<file path="config.mk">
export PLATFORM = sky130hd
export DESIGN_NAME = perf_counter_allocator_core
export DESIGN_NICKNAME = d
export VERILOG_FILES = /design/src/sv/pca_pkg.sv /design/src/sv/pca_front.sv /design/src/sv/pca_queue.sv /design/src/sv/pca_back.sv /design/src/sv/perf_counter_allocator_core.sv
export SDC_FILE = /design/constraint.sdc
export NUM_CORES = 1
export LEC_CHECK = 0
export BUFFER_PORTS_ARGS = -buffer_cell sky130_fd_sc_hd__buf_2
export CAP_MARGIN = 10
export CORE_MARGIN = 3
export CORE_UTILIZATION = 40
export DETAILED_ROUTE_END_ITERATION = 8
export PLACE_DENSITY = 0.64
export REMOVE_ABC_BUFFERS = 1
export SLEW_MARGIN = 20
export SYNTH_ARGS = -nofsm -noshare
export SYNTH_HDL_FRONTEND = slang
export SYNTH_SLANG_ARGS = --single-unit
</file>
<file path="constraint.sdc">
create_clock -name clk -period 10.1 [get_ports clk]
set_input_delay 2.02 -clock clk [delete_from_list [all_inputs] [get_ports clk]]
set_output_delay 2.02 -clock clk [all_outputs]
set_load 0.01 [all_outputs]
</file>
<file path="src/sv/pca_pkg.sv">
`timescale 1ns / 1ps
// ============================================================================
// pca_pkg
// Shared types, constants and helper functions of the counter allocator.
// ============================================================================
package pca_pkg;

    localparam int NUM_COUNTERS = 8;
    localparam int CNT_W        = 3;
    localparam int COUNT_W      = 4;
    localparam int NUM_EVENTS   = 7;
    localparam int EVENT_W      = 3;
    localparam int SUPP_W       = 7;
    localparam int VERSION_W    = 8;
    localparam int OWNER_W      = 32;
    localparam int WORD_W       = 32;
    localparam int OVF_W        = 64;
    localparam int CFG_IDX_W    = 2;
    localparam int CFG_DATA_W   = 8;

    typedef enum logic [1:0] {
        REQ_ALLOC    = 2'd0,
        REQ_FREE     = 2'd1,
        REQ_START    = 2'd2,
        REQ_OVERFLOW = 2'd3
    } req_t;

    typedef enum logic [1:0] {
        ST_OK           = 2'd0,
        ST_UNSUPPORTED  = 2'd1,
        ST_NONE_FREE    = 2'd2,
        ST_ALREADY_FREE = 2'd3
    } status_t;

    localparam logic [CFG_IDX_W-1:0] CFG_SUPPORTED = 2'd0;
    localparam logic [CFG_IDX_W-1:0] CFG_COUNT     = 2'd1;
    localparam logic [CFG_IDX_W-1:0] CFG_VERSION   = 2'd2;

    localparam logic [WORD_W-1:0] SEL_ENABLE = 32'h0040_0000;
    localparam logic [WORD_W-1:0] SEL_INTR   = 32'h0010_0000;
    localparam logic [WORD_W-1:0] SEL_USER   = 32'h0001_0000;
    localparam logic [WORD_W-1:0] SEL_KERNEL = 32'h0002_0000;

    localparam logic [VERSION_W-1:0] INTR_MIN_VERSION = 8'd2;

    // Classified request, as it travels from front to back.
    typedef struct packed {
        req_t                    req;
        logic                    ev_ok;
        logic [CNT_W-1:0]        sel;
        logic [OWNER_W-1:0]      owner;
        logic [WORD_W-1:0]       word;
        logic [NUM_COUNTERS-1:0] pending;
    } pca_cmd_t;

    // Counters present; a count above NUM_COUNTERS saturates.
    function automatic logic [NUM_COUNTERS-1:0] low_mask(input logic [COUNT_W-1:0] n);
        logic [NUM_COUNTERS:0] t;
        t = ({{NUM_COUNTERS{1'b0}}, 1'b1} << n) - 1'b1;
        if (n >= COUNT_W'(NUM_COUNTERS))
            return '1;
        return t[NUM_COUNTERS-1:0];
    endfunction

    // Raw event to hardware support bit (bits 1 and 2 swapped).
    function automatic logic [SUPP_W-1:0] ev_hw_bit(input logic [EVENT_W-1:0] ev);
        case (ev)
            3'd0:    return 7'h01;
            3'd1:    return 7'h04;
            3'd2:    return 7'h02;
            3'd3:    return 7'h08;
            3'd4:    return 7'h10;
            3'd5:    return 7'h20;
            3'd6:    return 7'h40;
            default: return 7'h00;
        endcase
    endfunction

    function automatic logic [7:0] ev_select(input logic [EVENT_W-1:0] ev);
        case (ev)
            3'd0:    return 8'h3c;
            3'd1:    return 8'h3c;
            3'd2:    return 8'hc0;
            3'd3:    return 8'h2e;
            3'd4:    return 8'h2e;
            3'd5:    return 8'hc4;
            3'd6:    return 8'hc5;
            default: return 8'h00;
        endcase
    endfunction

    function automatic logic [7:0] ev_umask(input logic [EVENT_W-1:0] ev);
        case (ev)
            3'd1:    return 8'h01;
            3'd3:    return 8'h4f;
            3'd4:    return 8'h41;
            default: return 8'h00;
        endcase
    endfunction

    // Index of the lowest set bit, 0 when none is set.
    function automatic logic [CNT_W-1:0] lowest_set(input logic [NUM_COUNTERS-1:0] v);
        logic [CNT_W-1:0] idx;
        idx = '0;
        for (int i = NUM_COUNTERS - 1; i >= 0; i--) begin
            if (v[i])
                idx = CNT_W'(i);
        end
        return idx;
    endfunction

endpackage

</file>
<file path="src/sv/pca_front.sv">
`timescale 1ns / 1ps
// ============================================================================
// pca_front
// Takes request words, checks events and builds the select word and the
// overflow bits to scan.
// ============================================================================
module pca_front
    import pca_pkg::*;
(
    input  logic                    in_valid,
    output logic                    in_ready,
    input  logic [1:0]              req_type,
    input  logic [EVENT_W-1:0]      raw_event,
    input  logic [OWNER_W-1:0]      owner_index,
    input  logic [CNT_W-1:0]        counter_sel,
    input  logic [OVF_W-1:0]        overflow_bits,
    input  logic [SUPP_W-1:0]       supported_events,
    input  logic [COUNT_W-1:0]      counter_count,
    input  logic [VERSION_W-1:0]    unit_version,
    input  logic                    q_full,
    output logic                    q_push,
    output pca_cmd_t                q_cmd
);

    logic ev_valid;

    assign ev_valid = (raw_event < EVENT_W'(NUM_EVENTS));
    assign in_ready = !q_full;
    assign q_push   = in_valid && !q_full;

    always_comb
    begin
        q_cmd         = '0;
        q_cmd.req     = req_t'(req_type);
        q_cmd.sel     = counter_sel;
        q_cmd.owner   = owner_index;
        case (req_t'(req_type))
            REQ_ALLOC:
            begin
                q_cmd.ev_ok = ev_valid && ((supported_events & ev_hw_bit(raw_event)) != '0);
            end
            REQ_START:
            begin
                q_cmd.ev_ok = ev_valid;
                if (ev_valid) begin
                    q_cmd.word = SEL_ENABLE | SEL_KERNEL | SEL_USER
                               | {16'h0, ev_umask(raw_event), ev_select(raw_event)};
                    if (unit_version >= INTR_MIN_VERSION)
                        q_cmd.word = q_cmd.word | SEL_INTR;
                end
            end
            REQ_OVERFLOW:
            begin
                q_cmd.pending = overflow_bits[NUM_COUNTERS-1:0] & low_mask(counter_count);
            end
            default:
            begin
                q_cmd.ev_ok = 1'b0;
            end
        endcase
    end

endmodule

</file>
<file path="src/sv/pca_queue.sv">
`timescale 1ns / 1ps
// ============================================================================
// pca_queue
// Two-entry queue of classified requests between front and back.
// ============================================================================
module pca_queue
    import pca_pkg::*;
(
    input  logic     clk,
    input  logic     rst_n,
    input  logic     push,
    input  pca_cmd_t push_cmd,
    input  logic     pop,
    output pca_cmd_t head_cmd,
    output logic     full,
    output logic     empty
);

    pca_cmd_t   slot_reg [2];
    logic       wr_ptr_reg;
    logic       wr_ptr_next;
    logic       rd_ptr_reg;
    logic       rd_ptr_next;
    logic [1:0] count_reg;
    logic [1:0] count_next;

    assign full     = (count_reg == 2'd2);
    assign empty    = (count_reg == 2'd0);
    assign head_cmd = slot_reg[rd_ptr_reg];

    always_comb
    begin
        wr_ptr_next = push ? !wr_ptr_reg : wr_ptr_reg;
        rd_ptr_next = pop  ? !rd_ptr_reg : rd_ptr_reg;
        count_next  = count_reg + {1'b0, push} - {1'b0, pop};
    end

    always_ff @(posedge clk or negedge rst_n)
    begin
        if (!rst_n) begin
            wr_ptr_reg <= 1'b0;
            rd_ptr_reg <= 1'b0;
            count_reg  <= 2'd0;
        end else begin
            wr_ptr_reg <= wr_ptr_next;
            rd_ptr_reg <= rd_ptr_next;
            count_reg  <= count_next;
        end
    end

    always_ff @(posedge clk)
    begin
        if (push)
            slot_reg[wr_ptr_reg] <= push_cmd;
    end

endmodule

</file>
<file path="src/sv/pca_back.sv">
`timescale 1ns / 1ps
// ============================================================================
// pca_back
// Carries out requests against the free map and owner table, scans overflow
// bits one per cycle unless the output stalls; holds the result register.
// ============================================================================
module pca_back
    import pca_pkg::*;
(
    input  logic                    clk,
    input  logic                    rst_n,
    input  pca_cmd_t                head_cmd,
    input  logic                    q_empty,
    output logic                    q_pop,
    input  logic [COUNT_W-1:0]      counter_count,
    output logic                    out_valid,
    input  logic                    out_ready,
    output logic [1:0]              status_code,
    output logic [CNT_W-1:0]        counter_id,
    output logic [OWNER_W-1:0]      owner_tag,
    output logic [WORD_W-1:0]       event_select_word,
    output logic                    last_result
);

    logic [NUM_COUNTERS-1:0] free_map_reg;
    logic [NUM_COUNTERS-1:0] free_map_next;
    logic [OWNER_W-1:0]      owner_mem [NUM_COUNTERS];
    logic [NUM_COUNTERS-1:0] owner_valid_reg;
    logic [NUM_COUNTERS-1:0] owner_valid_next;
    logic                    scan_active_reg;
    logic                    scan_active_next;
    logic [NUM_COUNTERS-1:0] scan_pend_reg;
    logic [NUM_COUNTERS-1:0] scan_pend_next;
    logic                    out_valid_reg;
    logic                    out_valid_next;
    status_t                 status_reg;
    status_t                 status_next;
    logic [CNT_W-1:0]        id_reg;
    logic [CNT_W-1:0]        id_next;
    logic [OWNER_W-1:0]      owner_reg;
    logic [OWNER_W-1:0]      owner_next;
    logic [WORD_W-1:0]       word_reg;
    logic [WORD_W-1:0]       word_next;
    logic                    last_reg;
    logic                    last_next;

    logic                    cap;
    logic                    emit;
    logic                    own_we;
    logic [NUM_COUNTERS-1:0] pend_src;
    logic [NUM_COUNTERS-1:0] pend_rest;
    logic [CNT_W-1:0]        pick;
    logic [OWNER_W-1:0]      pick_owner;
    logic [NUM_COUNTERS-1:0] avail;
    logic [CNT_W-1:0]        alloc_id;

    // Result register is free, or its word leaves this cycle.
    assign cap        = !out_valid_reg || out_ready;
    assign pend_src   = scan_active_reg ? scan_pend_reg : head_cmd.pending;
    assign pick       = lowest_set(pend_src);
    assign pend_rest  = pend_src & (pend_src - 1'b1);
    assign pick_owner = owner_valid_reg[pick] ? owner_mem[pick] : '0;
    assign avail      = free_map_reg & low_mask(counter_count);
    assign alloc_id   = lowest_set(avail);

    always_comb
    begin
        free_map_next    = free_map_reg;
        owner_valid_next = owner_valid_reg;
        scan_active_next = scan_active_reg;
        scan_pend_next   = scan_pend_reg;
        status_next      = status_reg;
        id_next          = id_reg;
        owner_next       = owner_reg;
        word_next        = word_reg;
        last_next        = last_reg;
        emit             = 1'b0;
        q_pop            = 1'b0;
        own_we           = 1'b0;

        if (cap && scan_active_reg) begin
            emit             = 1'b1;
            status_next      = ST_OK;
            id_next          = pick;
            owner_next       = pick_owner;
            word_next        = '0;
            last_next        = (pend_rest == '0);
            scan_pend_next   = pend_rest;
            scan_active_next = (pend_rest != '0);
        end else if (cap && !q_empty) begin
            q_pop      = 1'b1;
            owner_next = '0;
            word_next  = '0;
            last_next  = 1'b1;
            case (head_cmd.req)
                REQ_ALLOC:
                begin
                    emit    = 1'b1;
                    id_next = '0;
                    if (!head_cmd.ev_ok) begin
                        status_next = ST_UNSUPPORTED;
                    end else if (avail == '0) begin
                        status_next = ST_NONE_FREE;
                    end else begin
                        status_next                = ST_OK;
                        id_next                    = alloc_id;
                        free_map_next[alloc_id]    = 1'b0;
                        owner_valid_next[alloc_id] = 1'b1;
                        own_we                     = 1'b1;
                    end
                end
                REQ_FREE:
                begin
                    emit    = 1'b1;
                    id_next = head_cmd.sel;
                    if (free_map_reg[head_cmd.sel]) begin
                        status_next = ST_ALREADY_FREE;
                    end else begin
                        status_next                 = ST_OK;
                        free_map_next[head_cmd.sel] = 1'b1;
                    end
                end
                REQ_START:
                begin
                    emit        = 1'b1;
                    id_next     = head_cmd.sel;
                    status_next = head_cmd.ev_ok ? ST_OK : ST_UNSUPPORTED;
                    word_next   = head_cmd.word;
                end
                REQ_OVERFLOW:
                begin
                    if (pend_src != '0) begin
                        emit             = 1'b1;
                        status_next      = ST_OK;
                        id_next          = pick;
                        owner_next       = pick_owner;
                        last_next        = (pend_rest == '0);
                        scan_pend_next   = pend_rest;
                        scan_active_next = (pend_rest != '0);
                    end
                end
                default:
                begin
                    emit = 1'b0;
                end
            endcase
        end

        if (emit)
            out_valid_next = 1'b1;
        else if (cap)
            out_valid_next = 1'b0;
        else
            out_valid_next = out_valid_reg;
    end

    always_ff @(posedge clk or negedge rst_n)
    begin
        if (!rst_n) begin
            free_map_reg    <= '1;
            owner_valid_reg <= '0;
            scan_active_reg <= 1'b0;
            out_valid_reg   <= 1'b0;
        end else begin
            free_map_reg    <= free_map_next;
            owner_valid_reg <= owner_valid_next;
            scan_active_reg <= scan_active_next;
            out_valid_reg   <= out_valid_next;
        end
    end

    always_ff @(posedge clk)
    begin
        scan_pend_reg <= scan_pend_next;
        status_reg    <= status_next;
        id_reg        <= id_next;
        owner_reg     <= owner_next;
        word_reg      <= word_next;
        last_reg      <= last_next;
        if (own_we)
            owner_mem[alloc_id] <= head_cmd.owner;
    end

    assign out_valid         = out_valid_reg;
    assign status_code       = status_reg;
    assign counter_id        = id_reg;
    assign owner_tag         = owner_reg;
    assign event_select_word = word_reg;
    assign last_result       = last_reg;

endmodule

</file>
<file path="src/sv/perf_counter_allocator_core.sv">
`timescale 1ns / 1ps
// ============================================================================
// perf_counter_allocator_core
// Performance counter allocator: free bitmap, owner table, event-select
// composition and overflow reporting for eight general counters.
// ============================================================================
//
//  channel   handshake              payload
//  -------   --------------------   -------------------------------------------
//  in        in_valid / in_ready    req_type, raw_event, owner_index,
//                                   counter_sel, overflow_bits
//  out       out_valid / out_ready  status_code, counter_id, owner_tag,
//                                   event_select_word, last_result
//  cfg       cfg_write              cfg_index, cfg_data (no back-pressure)
//
//  A request word is taken into a two-entry queue on the edge it is accepted;
//  the back end pops it when the output register can take a word, and its
//  first result word enters that register on the pop. Allocate, free and
//  start give one result word; overflow gives one word per set overflow bit
//  of a present counter, lowest first, one per cycle unless the output stalls.
//  With no output stall, single-result requests sustain one per cycle.
//  Reset (rst_n low, asynchronous) marks all counters free, clears the owner
//  valid bits and the config registers; no clearing pass is needed.
//  A stalled output holds the back end; the queue then fills and in_ready
//  drops, so the stall reaches the input.
//
module perf_counter_allocator_core
    import pca_pkg::*;
(
    input  logic                   clk,
    input  logic                   rst_n,

    input  logic                   cfg_write,
    input  logic [CFG_IDX_W-1:0]   cfg_index,
    input  logic [CFG_DATA_W-1:0]  cfg_data,

    input  logic                   in_valid,
    output logic                   in_ready,
    input  logic [1:0]             req_type,
    input  logic [EVENT_W-1:0]     raw_event,
    input  logic [OWNER_W-1:0]     owner_index,
    input  logic [CNT_W-1:0]       counter_sel,
    input  logic [OVF_W-1:0]       overflow_bits,

    output logic                   out_valid,
    input  logic                   out_ready,
    output logic [1:0]             status_code,
    output logic [CNT_W-1:0]       counter_id,
    output logic [OWNER_W-1:0]     owner_tag,
    output logic [WORD_W-1:0]      event_select_word,
    output logic                   last_result
);

    // Configuration registers; the user writes only while idle (unenforced).
    logic [SUPP_W-1:0]    supported_reg;
    logic [COUNT_W-1:0]   count_reg;
    logic [VERSION_W-1:0] version_reg;

    // Front to queue, queue to back.
    logic     q_push;
    logic     q_pop;
    logic     q_full;
    logic     q_empty;
    pca_cmd_t push_cmd;
    pca_cmd_t head_cmd;

    always_ff @(posedge clk or negedge rst_n)
    begin
        if (!rst_n) begin
            supported_reg <= '0;
            count_reg     <= '0;
            version_reg   <= '0;
        end else if (cfg_write) begin
            case (cfg_index)
                CFG_SUPPORTED: supported_reg <= cfg_data[SUPP_W-1:0];
                CFG_COUNT:     count_reg     <= cfg_data[COUNT_W-1:0];
                CFG_VERSION:   version_reg   <= cfg_data[VERSION_W-1:0];
                default:       version_reg   <= version_reg;
            endcase
        end
    end

    // Front: checks the event, composes the select word, masks overflow bits
    // down to the counters present.
    pca_front u_front (
        .in_valid         (in_valid),
        .in_ready         (in_ready),
        .req_type         (req_type),
        .raw_event        (raw_event),
        .owner_index      (owner_index),
        .counter_sel      (counter_sel),
        .overflow_bits    (overflow_bits),
        .supported_events (supported_reg),
        .counter_count    (count_reg),
        .unit_version     (version_reg),
        .q_full           (q_full),
        .q_push           (q_push),
        .q_cmd            (push_cmd)
    );

    pca_queue u_queue (
        .clk      (clk),
        .rst_n    (rst_n),
        .push     (q_push),
        .push_cmd (push_cmd),
        .pop      (q_pop),
        .head_cmd (head_cmd),
        .full     (q_full),
        .empty    (q_empty)
    );

    // Back: owns the free map and owner table, drives the result register.
    pca_back u_back (
        .clk               (clk),
        .rst_n             (rst_n),
        .head_cmd          (head_cmd),
        .q_empty           (q_empty),
        .q_pop             (q_pop),
        .counter_count     (count_reg),
        .out_valid         (out_valid),
        .out_ready         (out_ready),
        .status_code       (status_code),
        .counter_id        (counter_id),
        .owner_tag         (owner_tag),
        .event_select_word (event_select_word),
        .last_result       (last_result)
    );

endmodule

</file>
==> reports/qor.txt, run 1 <==
outcome = finished, final reports clean
WL final = 47600 µm
met3 WL = 3440 µm
Critical Path Start Type = register
max FFs per register = 256
Worst Hold Endpoint = u_back.event_select_word[8]$_SDFFE_PP0P_
FF-to-FF path depth = 9
Hold Fails Final Rpt = 0
post-CTS sizing = 0
Slew @ Worst Pin = 1100 ps
Max Freq = 0.188 GHz
vias per inst = 5.54
wire length per cell = 21.3 µm
vias in the first global route = 12700
hold path depth = 2
slowest CP cell = dfrtp_4
arrival time at the worst endpoint = 5660 ps
commonest non-fill, non-tap cell in the layout = edfxtp_1
GR Util All Layers = 17.6%
Syn Std Cell Area = 20300 µm²
VDD IR max = 0.201 mV
clock period minus worst slack = 5310 ps
CTS buffer count = 48
leakage power = 0.00853 µW
cells along the critical path = mux2i_4, o21a_1, buf_4, nand4_1, nand2_2, o211ai_1, o32a_2, buf_4, nor4_2
Post-Syn Instances = 1433
CP max FO = 60
Avg Synthesized Cell Area = 14.1 µm²
Iter 0 DRT Violations = 963
clk sinks = 466
Overflow after GRT = 0
DIE HEIGHT = 231 µm
H-tree levels = 2
drt pass-1 iters = 5
CORE AREA = 49500 µm²
Most common cell on crit path = buf_4
crit share post-route = 52.5%
nets@finish = 1655
Setup TNS = 0 ps
Syn. warnings = 0
die width = 231 µm
Yosys cell types = 72
IO Count = 191
Final Util = 46.6%
DR WL met2 = 22500 µm
Max Cap Violations = 0
drt drc = 0
post-route insts no fill = 2232
hold slack = 466 ps
row count = 81
insertion delay to the later sink of the worst-skew pair = 590 ps
# setup viols final = 0
number of port buffers = 119
Crit. End Element = register
vias post-DR = 12400
Die ar. = 53400 µm²
max layer used = met5
first-pass GRT wire length = 72900 µm
Critical R2R Launch = u_queue.rd_ptr_reg$_DFFE_PN0P_
commonest cells after routing, fill and taps aside = edfxtp_1, nand2_1, buf_2
CTS Hold Buffers Added = 0
clk_skew = 22.6 ps
Worst EP required = 10460 ps
#FFs+latches synth = 466
CTS tree = built
initial antenna violation count = 5
# Post-CTS Setup Buffers = 0
CP Class = reg2reg
Worst R2R Setup Slack = 4790 ps
power density over the cells = 315 nW/µm²
met1 wire length = 20000 µm
HP Start = u_back.event_select_word[8]$_SDFFE_PP0P_
starting density of the core = 41.0%
hpwl dp = 27300 µm
share of cells above drive strength 1 = 22.4%
clk buf depth = 3
unrepaired setup endpoints after global routing = false
Seq/Total Area, Yosys = 67.5%
remaining antenna violation count after routing = 0
Critical R2R Capture = u_back.owner_tag[2]$_DFFE_PP_
post-placement cell count = 2143
Root Buffer = clkbuf_16
fin. max-slew vios = 0
total power = 7270 µW
Crit path largest cell delay = 1160 ps
Final Wtd Congestion = 0.828
area grow syn2layout = 13.8%
pin count of the biggest net entering global routing = 72
Slew HR = 26.7%
Hold/Removal Path Class = reg2reg
clock-pin slew on the worst setup and hold paths = 60 ps
EDFF count, synth = 413
prevailing post-synth register cell = edfxtp_1
Post-synth ARST share = 8.58%
==> synth_stat cells (10+ instances only) <==
cell,count,area [µm²]
a211oi_1,34,255
a21oi_1,43,215
a221oi_1,30,263
and3_1,11,68.8
buf_2,10,50.1
buf_4,24,180
clkbuf_1,67,251
dfrtp_1,32,801
dfxtp_1,13,260
edfxtp_1,413,12400
inv_1,44,165
mux2_1,28,315
mux2_2,58,653
mux2i_1,87,871
nand2_1,142,533
nor2_1,73,274
nor3_1,41,205
nor4_1,11,68.8
nor4_2,30,375
o211a_1,34,340
o21ai_0,61,305
==> area by class of cell <==
type                    instances  area (µm²)
multi-input cells             824        6010
clock buffers                  65        1350
flip-flops and latches        466       13700
clock inverters                23         185
diodes                          1        2.50
inverters                      44         165
well taps                     664         831
repair buffers                145         831
fillers                      4379       26400
==> cells by family after synthesis <==
family | synth area share (%)
DFF | 67.5
and+or+nand+nor | 8.78
AOI/OAI and AO/OA | 9.78
muxes | 9.56
buffers and inverters | 3.75
adders and majority gates | 0.432
xor gates and xnor gates | 0.216
other | 0.0185
==> worst max-delay path: cells and delay by family (launching register included) <==
family | cells | cell delay [ps]
AO/OA/AOI/OAI | 3 | 960
buffers and inverters | 2 | 830
AND/OR/NAND/NOR | 3 | 1690
flip-flops | 1 | 1160
multiplexers | 1 | 400
==> metal layers <==
layer  GRT usage, %  up-vias
met3           3.79      118
met5              0        -
met2           28.9      456
met4           7.09        8
li1               -     5645
met1           22.8     6132
==> power breakdown <==
group	switching, µW	leakage (µW)	internal [µW]
Clock	732	0.000749	992
Combinational	1860	0.00339	949
Sequential	172	0.00439	2560
==> how the worst max path moves through the flow <==
stage | end | from | slack (ps)
global route | u_back.owner_tag[2]$_DFFE_PP_ | u_queue.rd_ptr_reg$_DFFE_PN0P_ | 4650
floorplan | u_back.scan_active_reg$_DFFE_PN0P_ | u_queue.rd_ptr_reg$_DFFE_PN0P_ | 3330
finish | u_back.owner_tag[2]$_DFFE_PP_ | u_queue.rd_ptr_reg$_DFFE_PN0P_ | 4790
global placement | u_back.owner_mem[1][5]$_DFFE_PP_ | out_ready | 4690
detailed placement | u_back.owner_mem[5][31]$_DFFE_PP_ | out_ready | 4710
CTS | u_back.owner_tag[2]$_DFFE_PP_ | u_queue.rd_ptr_reg$_DFFE_PN0P_ | 4930
==> metrics by stage <==
stage               area, µm²  setup WS, ps
finish                  23100          4790
global route            23100          4650
CTS                     23000          4930
detailed placement      21500          4710
global placement        21500          4690
floorplan               19700          3330
(Power assumes the default switching activity.)
==> run 2: changes to the inputs <==
PLACE_DENSITY = 0.66   (was 0.64)
clock period = 4.7 ns   (was 10.1 ns; I/O delays follow)
==> run 2 against run 1 <==
Compared with the run above:
- total power grew 120%
- critical path depth is the same
- fmax grew 38%
- combinational power grew 120%
- final cell count grew 0.72%
- design area grew 0.75%
- worst setup slack lost 3900 ps
- via count grew 0.56%
- largest cell class unchanged
==> reports/qor.txt, run 2 (same netlist as run 1, synthesis figures left out) <==
Final Wtd Congestion = 0.849
wire length per cell = 20.9 µm
die width = 231 µm
drt drc = 0
outcome = finished, final reports clean
vias in the first global route = 12900
Die ar. = 53400 µm²
CTS Hold Buffers Added = 0
share of cells above drive strength 1 = 23.1%
IO Count = 191
Worst EP required = 4910 ps
Root Buffer = clkbuf_16
Final Util = 47.0%
max FFs per register = 256
fin. max-slew vios = 0
pin count of the biggest net entering global routing = 66
Hold/Removal Path Class = reg2reg
hold slack = 453 ps
vias per inst = 5.53
commonest cells after routing, fill and taps aside = edfxtp_1, nand2_1, buf_2
VDD IR max = 0.482 mV
hpwl dp = 28000 µm
clock-pin slew on the worst setup and hold paths = 60 ps
area grow syn2layout = 14.6%
power density over the cells = 677 nW/µm²
Slew HR = 28.5%
CP Class = reg2reg
# setup viols final = 0
H-tree levels = 2
arrival time at the worst endpoint = 4050 ps
post-CTS sizing = 0
clk_skew = 39.1 ps
first-pass GRT wire length = 71700 µm
starting density of the core = 41.0%
nets@finish = 1670
Iter 0 DRT Violations = 890
Hold Fails Final Rpt = 0
drt pass-1 iters = 5
initial antenna violation count = 5
final worst setup slack = 863 ps
clk sinks = 466
# Post-CTS Setup Buffers = 0
pre-CTS setup slack = 904 ps
remaining antenna violation count after routing = 0
clock period minus worst slack = 3840 ps
CTS buffer count = 49
CTS tree = built
WL final = 46900 µm
row count = 81
Max Freq = 0.261 GHz
Worst R2R Setup Slack = 860 ps
Overflow after GRT = 0
commonest non-fill, non-tap cell in the layout = edfxtp_1
insertion delay to the later sink of the worst-skew pair = 610 ps
CORE AREA = 49500 µm²
crit share post-route = 81.6%
Max Cap Violations = 0
vias post-DR = 12400
unrepaired setup endpoints after global routing = false
fill cell count = 4345
leakage power = 0.00861 µW
CP max FO = 32
DIE HEIGHT = 231 µm
Slew @ Worst Pin = 1070 ps
Crit. End Element = register
Critical Path Start Type = register
clk buf depth = 3
GR Util All Layers = 17.3%
number of port buffers = 119
-- run 2: cell count changes in the layout (fill, tap and decap cells not counted), moves of 3 or more --
| cell | delta |
|---|---|
| clkbuf_16 | -3 |
| buf_4 | +8 |
| clkbuf_1 | -3 |
| clkinv_2 | +3 |
| buf_12 | +8 |
-- run 2: metrics by stage --
step / TNS [ps] / instance area (µm²) / instances / total power [µW]
2_1_floorplan: -118980 / 19700 / 1334 / 9880
3_3_place_gp: 0 / 21700 / 2157 / 11900
3_5_place_dp: 0 / 21700 / 2157 / 12100
4_1_cts: 0 / 23200 / 2246 / 15800
5_1_grt: 0 / 23200 / 2246 / 16500
6_report: 0 / 23200 / 2248 / 15700
-- run 2: critical path, stage by stage, from the launching register on --
cell      delay [ps]
dfrtp_1          540
or4_1            650
ha_1             270
xor2_1           190
o21ai_0          170
and2_1           240
a31oi_1          220
nand3b_1         440
nor2_4           210
buf_4            510
-- run 2: power breakdown --
| part | internal [µW] | switching, µW |
|---|---|---|
| clock | 2110 | 1600 |
| combinational | 2150 | 4090 |
| sequential | 5510 | 259 |
| total | 9770 | 5950 |
-- run 2: cell type report --
| type | count | area, µm² | area share, % |
|---|---|---|---|
| repair buffers | 159 | 996 | 4.29 |
| inverters | 44 | 165 | 0.711 |
| clock buffers | 60 | 1280 | 5.50 |
| diodes | 2 | 5.00 | 0.0215 |
| flip-flops and latches | 466 | 13700 | 58.9 |
| multi-input cells | 824 | 6010 | 25.9 |
| well taps | 664 | 831 | 3.58 |
| clock inverters | 29 | 273 | 1.17 |
-- run 2: worst paths after layout --
kind | from | end | cells past startpoint
setup / recovery | count_reg[3]$_DFFE_PN0P_ | u_back.owner_mem[6][31]$_DFFE_PP_ | 9
hold / removal | u_back.event_select_word[2]$_SDFFE_PP0P_ | u_back.event_select_word[2]$_SDFFE_PP0P_ | 2
setup reg to reg | count_reg[3]$_DFFE_PN0P_ | u_back.owner_mem[6][31]$_DFFE_PP_ | 9
hold reg to reg | u_back.event_select_word[2]$_SDFFE_PP0P_ | u_back.event_select_word[2]$_SDFFE_PP0P_ | 2
max in group asynchronous | rst_n | u_queue.rd_ptr_reg$_DFFE_PN0P_ | 1
min in group asynchronous | rst_n | version_reg[7]$_DFFE_PN0P_ | 1
-- run 2: routing by layer --
| layer | share of wire, % | vias to the layer above | track usage, % |
|---|---|---|---|
| met5 | 0.079 | - | 0 |
| met4 | 2.6 | 6 | 5.67 |
| met3 | 7.6 | 109 | 4.18 |
| met2 | 48 | 465 | 29.0 |
| met1 | 42 | 6185 | 22.1 |
| li1 | - | 5663 | - |
